$ cat src/rtl/core/spq_pkg.sv
// Package for the stable priority queue.
// Holds the capacity, derived widths, command and status codes, and the control struct.
// No dependencies.
`default_nettype none

package spq_pkg;

    localparam int CAPACITY = 16;
    localparam int IDX_W    = $clog2(CAPACITY);
    localparam int CNT_W    = $clog2(CAPACITY + 1);

    localparam int CMD_W    = 2;
    localparam int VAL_W    = 32;
    localparam int PRIO_W   = 16;
    localparam int STAT_W   = 2;
    localparam int COUNT_W  = 5;

    typedef enum logic [CMD_W-1:0] {
        CMD_ENQUEUE = 2'd0,
        CMD_DEQUEUE = 2'd1,
        CMD_PEEK    = 2'd2,
        CMD_NOP     = 2'd3
    } t_cmd;

    typedef enum logic [STAT_W-1:0] {
        ST_OK    = 2'd0,
        ST_EMPTY = 2'd1,
        ST_FULL  = 2'd2,
        ST_RSVD  = 2'd3
    } t_status;

    typedef struct packed {
        logic capture;
        logic exec;
    } t_ctl;

endpackage

`default_nettype wire

$ cat src/rtl/core/spq_datapath.sv
// Datapath of the stable priority queue: sorted entry cells, occupancy and result register.
// Depends on spq_pkg.
`default_nettype none

module spq_datapath
    import spq_pkg::*;
(
    input  wire logic                     i_clk,
    input  wire logic                     i_rst_n,
    input  wire t_ctl                     i_ctl,
    input  wire logic [CMD_W-1:0]         i_command,
    input  wire logic signed [VAL_W-1:0]  i_value,
    input  wire logic signed [PRIO_W-1:0] i_priority_req,
    output logic signed [VAL_W-1:0]       o_head_value,
    output logic [STAT_W-1:0]             o_status,
    output logic [COUNT_W-1:0]            o_entry_count
);

    logic signed [VAL_W-1:0]  r_val [CAPACITY];
    logic signed [PRIO_W-1:0] r_prio [CAPACITY];
    logic signed [VAL_W-1:0]  n_val [CAPACITY];
    logic signed [PRIO_W-1:0] n_prio [CAPACITY];
    logic [CNT_W-1:0]         r_occ, n_occ;

    t_cmd                     r_cmd;
    logic signed [VAL_W-1:0]  r_in_val;
    logic signed [PRIO_W-1:0] r_in_prio;

    logic signed [VAL_W-1:0]  r_head, n_head;
    t_status                  r_status, n_status;
    logic [COUNT_W-1:0]       r_count;

    logic [CAPACITY-1:0]      keep;
    logic                     full, empty;

    assign full  = (r_occ == CNT_W'(CAPACITY));
    assign empty = (r_occ == '0);

    // An entry stays in place when it is held and its priority is not above the new one.
    always_comb begin
        for (int i = 0; i < CAPACITY; i++) begin
            keep[i] = (CNT_W'(i) < r_occ) && (r_prio[i] <= r_in_prio);
        end
    end

    always_comb begin
        n_occ    = r_occ;
        n_head   = '0;
        n_status = ST_OK;
        for (int i = 0; i < CAPACITY; i++) begin
            n_val[i]  = r_val[i];
            n_prio[i] = r_prio[i];
        end
        unique case (r_cmd)
            CMD_ENQUEUE: begin
                if (full) begin
                    n_status = ST_FULL;
                end else begin
                    n_occ = r_occ + CNT_W'(1);
                    for (int i = 0; i < CAPACITY; i++) begin
                        if (!keep[i]) begin
                            if (i == 0) begin
                                n_val[i]  = r_in_val;
                                n_prio[i] = r_in_prio;
                            end else if (keep[(i == 0) ? 0 : i - 1]) begin
                                n_val[i]  = r_in_val;
                                n_prio[i] = r_in_prio;
                            end else begin
                                n_val[i]  = r_val[(i == 0) ? 0 : i - 1];
                                n_prio[i] = r_prio[(i == 0) ? 0 : i - 1];
                            end
                        end
                    end
                end
            end
            CMD_DEQUEUE, CMD_PEEK: begin
                if (empty) begin
                    n_head   = '1;
                    n_status = ST_EMPTY;
                end else begin
                    n_head = r_val[0];
                    if (r_cmd == CMD_DEQUEUE) begin
                        n_occ = r_occ - CNT_W'(1);
                        for (int i = 0; i < CAPACITY - 1; i++) begin
                            n_val[i]  = r_val[i + 1];
                            n_prio[i] = r_prio[i + 1];
                        end
                    end
                end
            end
            CMD_NOP: begin
                n_status = ST_OK;
            end
            default: begin
                n_status = ST_OK;
            end
        endcase
    end

    always_ff @(posedge i_clk) begin
        if (!i_rst_n) begin
            r_occ <= '0;
        end else if (i_ctl.exec) begin
            r_occ <= n_occ;
        end
    end

    always_ff @(posedge i_clk) begin
        if (i_ctl.capture) begin
            r_cmd     <= t_cmd'(i_command);
            r_in_val  <= i_value;
            r_in_prio <= i_priority_req;
        end
        if (i_ctl.exec) begin
            for (int i = 0; i < CAPACITY; i++) begin
                r_val[i]  <= n_val[i];
                r_prio[i] <= n_prio[i];
            end
            r_head   <= n_head;
            r_status <= n_status;
            r_count  <= COUNT_W'(n_occ);
        end
    end

    assign o_head_value  = r_head;
    assign o_status      = r_status;
    assign o_entry_count = r_count;

endmodule

`default_nettype wire

$ cat config.mk
export PLATFORM = sky130hd
export DESIGN_NAME = spq_datapath
export DESIGN_NICKNAME = d
export VERILOG_FILES = /design/src/rtl/core/spq_pkg.sv /design/src/rtl/core/spq_datapath.sv
export SDC_FILE = /design/constraint.sdc
export NUM_CORES = 2
export LEC_CHECK = 0
export BUFFER_PORTS_ARGS = -buffer_cell sky130_fd_sc_hd__buf_2
export CAP_MARGIN = 5
export CORE_ASPECT_RATIO = 0.75
export CORE_UTILIZATION = 30
export CTS_CLUSTER_SIZE = 30
export DETAILED_ROUTE_END_ITERATION = 7
export GPL_ROUTABILITY_DRIVEN = 1
export GPL_TIMING_DRIVEN = 0
export HOLD_SLACK_MARGIN = 0.1
export MAX_ROUTING_LAYER = met4
export SYNTH_ARGS = -nofsm -noshare
export SYNTH_HDL_FRONTEND = slang
export SYNTH_SLANG_ARGS = --single-unit
$ cat constraint.sdc
create_clock -name i_clk -period 6.9 [get_ports i_clk]
set_input_delay 0.69 -clock i_clk [delete_from_list [all_inputs] [get_ports i_clk]]
set_output_delay 0.69 -clock i_clk [all_outputs]
set_load 0.1 [all_outputs]
==> results.json <==
{
  "yosysWarnings": 0,
  "arrival_ns": 5.73,
  "syn_nets": 4539,
  "dieArea_um2": 162000,
  "wl_met3_um": 12900,
  "hold_depth": 1,
  "cts_tree": "built",
  "reg2reg_from": "r_in_prio[15]$_DFFE_PP_",
  "num_rows": 126,
  "cap_violations": 0,
  "drtIter0Drc": 3643,
  "dr.max_layer_used": "met4",
  "drive_gt1_frac": 0.0907,
  "end_kind": "register",
  "fillers": 15800,
  "multi_input_comb_area_um2": 20800,
  "fin_crit_ns": 5.34,
  "startpoint_type": "register",
  "cts_root_buf": "clkbuf_16",
  "wl_met2_um": 61200,
  "setup-tns-final_ns": 0,
  "async_reset_ff_frac": 0,
  "grt_pass1_wl_um": 217000,
  "cts_buffers": 99,
  "fin_ws_ns": 1.56,
  "rrSetupSlack_ns": 1.56,
  "syn-instance-count": 4222,
  "setup_viol": 0,
  "clk_pin_slew_ns": 0.06,
  "setup.worst_path.class": "reg2reg",
  "dr.pass1.iters": 7,
  "synth_seq_area_share": 0.537,
  "hp-start": "i_value[27]",
  "globalplace.congestion": 0.926,
  "worst_pin_slew_ns": 1.35,
  "ioPinCount": 93,
  "ctsResizeCount": 0,
  "rsz0062_at_grt": "false",
  "synth-edff-count": 857,
  "fin_worst_skew_ns": 0.0291,
  "max-slew-margin-rel": 0.103,
  "grt_pass1_vias": 33000,
  "routed_wl_um": 149000,
  "io_buffers": 92,
  "coreArea_um2": 158000,
  "synth_area_um2": 48100,
  "drtAntennaViolNets": 0,
  "cts.sinks": 862,
  "synth-seq-cells": 862,
  "synth.distinct_cells": 68,
  "dpl.hpwl_um": 119000,
  "overflow": 0,
  "avgSynthCellArea_um2": 11.4,
  "ir_worst_vdd_uv": 237,
  "hold_path_class": "in2reg",
  "max_freq_mhz": 187,
  "cts_hold_buf": 0,
  "n_antenna_cell": 0,
  "initial_core_util": 0.304,
  "critical_path.max_stage_delay_ns": 0.78,
  "grt_max_degree": 51,
  "crit_slowest_cell": "a221oi_4",
  "grt_use_total": 0.184,
  "wl_met1_um": 72200,
  "regToRegEndpoint": "r_val[0][18]$_DFFE_PP_",
  "clockBufferDepth": 3,
  "rr_worst_depth": 13,
  "post-cts-setup-buffers": 0,
  "pwr_density_cell_nw_per_um2": 274,
  "nets": 4756,
  "crit_required_ns": 7.29,
  "post_drt_wl_per_cell_um": 22.5,
  "antenna_found_initial": 1,
  "critPathBufInv": 5,
  "area_delta_synth_final_pct": 14.5,
  "die_w_um": 464,
  "drc": 3,
  "worst_skew_pair.late_latency_ns": 0.70,
  "fin_crit_sh": 0.773,
  "slew_viol_final": 0,
  "cp_top_family": "buffers and inverters",
  "status": "finished, violations left",
  "final-seq-area_um2": 25800,
  "p_leak_nw": 19.8,
  "dp_slack_ns": 1.48,
  "hold_viol": 0,
  "num_vias": 34100,
  "crit_path_max_fanout": 20,
  "viasPerCell": 5.14,
  "holdPathEnd": "r_in_val[27]$_DFFE_PP_",
  "worstPathCellList": "inv_1, ha_1, and4_1, nand3_1, o21ba_1, and4b_1, nor3_1, a21oi_2, buf_4, buf_4, a221oi_4, buf_8, buf_8",
  "die_h_um": 349,
  "violations": "design-rule violations",
  "htree_levels": 3,
  "ys.flop_type": "edfxtp_1"
}
[layout make-up]
type                    instances  area share
multi-input cells            2982       0.378
flip-flops and latches        862       0.469
plain buffers                 325      0.0266
inverters                      53     0.00361
well taps                    2112      0.0480
clock buffers                 121      0.0478
clock inverters                61     0.00981
repair buffers                116      0.0178
[per-stage QoR]
stage | total power [W] | cells | hold slack [ns] | cell area [µm²] | util
6_report | 0.0151 | 6632 | 0.174 | 55100 | 0.348
5_1_grt | 0.0157 | 6632 | 0.142 | 55100 | 0.348
4_1_cts | 0.0151 | 6630 | 0.130 | 55100 | 0.348
3_5_place_dp | 0.00993 | 6448 | 0.510 | 51900 | 0.328
3_3_place_gp | 0.00982 | 6426 | 0.504 | 51200 | 0.324
2_1_floorplan | 0.00883 | 4222 | 0.500 | 48100 | -
[flip-flops by register name, indices dropped and copies added, names as in the netlist]
| name | count |
|---|---|
| r_in_val | 32 |
| r_val | 512 |
| r_cmd | 2 |
| r_occ | 5 |
| o_head_value | 32 |
| o_entry_count | 5 |
| o_status | 2 |
| r_prio | 256 |
| r_in_prio | 16 |
[cells in the mapped netlist, types with 33 or more instances]
cell,number,share of area
nand4_1,33,0.0043
clkbuf_1,245,0.019
o31ai_1,162,0.025
mux2i_1,677,0.14
a21oi_1,86,0.0089
o21ai_0,269,0.028
inv_1,53,0.0041
mux2_2,49,0.011
a21o_1,47,0.0073
ha_1,263,0.068
buf_2,33,0.0034
edfxtp_1,857,0.53
nand2_1,804,0.063
o21ai_1,329,0.034
nor2_1,42,0.0033
o21a_1,42,0.0066
[layout by cell type (no fill, tap or decap), types with 42 or more instances in the layout]
cell and n:
edfxtp_1 857, buf_2 124, inv_1 53, clkbuf_16 100, o21a_1 42, a21oi_1 74
o31ai_1 162, a21o_1 47, mux2_2 49, nand2_1 804, o21ai_0 269, clkbuf_1 261
o21ai_1 329, mux2i_1 677, ha_1 263
[routing by layer]
metal  global-route usage  vias to the layer above
met5                    -                        -
met4               0.0407                        0
met3               0.0297                      156
met2                0.258                     1495
met1                0.274                    16300
li1                     -                    16200
[power breakdown]
group / switching (W) / leakage, nW / internal (W)
clock network: 0.00221 / 1.56 / 0.00297
registers: 0.000427 / 8.09 / 0.00654
logic: 0.00198 / 10.2 / 0.000943
total: 0.00462 / 19.8 / 0.0105
[worst max path at each step]
stage / startpoint / endpoint / slack [ns] / cells past startpoint
2_1_floorplan: r_in_prio[5]$_DFFE_PP_ / r_prio[0][0]$_DFFE_PP_ / 0.19 / 11
3_3_place_gp: r_in_prio[5]$_DFFE_PP_ / r_val[0][18]$_DFFE_PP_ / -2.94 / 11
3_5_place_dp: r_occ[1]$_SDFFE_PN0P_ / r_prio[1][84]$_DFFE_PP_ / 1.48 / 13
4_1_cts: r_occ[1]$_SDFFE_PN0P_ / r_prio[1][84]$_DFFE_PP_ / 1.47 / 13
5_1_grt: r_in_prio[6]$_DFFE_PP_ / r_val[0][18]$_DFFE_PP_ / 1.37 / 13
6_report: r_in_prio[15]$_DFFE_PP_ / r_val[0][18]$_DFFE_PP_ / 1.56 / 13
[kinds of logic (layout without fill, tap and decap cells)]
kind of cell               Yosys count  after routing  synth area share
AOI/OAI and AO/OA                 1010           1010             0.124
and+or+nand+nor                    980            980            0.0837
DFF                                862            862             0.537
muxes                              726            726             0.152
buffers and inverters              378            676            0.0346
adders and majority gates          263            263            0.0684
xor gates and xnor gates             3              3          0.000546
[worst register-to-register path: stages (launching register included)]
cell and delay [ns]:
edfxtp_1 0.76, inv_1 0.68, ha_1 0.61, and4_1 0.25, nand3_1 0.11, o21ba_1 0.20, and4b_1 0.17, nor3_1 0.33
a21oi_2 0.16, buf_4 0.26, buf_4 0.24, a221oi_4 0.78, buf_8 0.28, buf_8 0.21
Note: power is estimated with default switching activity, not from simulation.
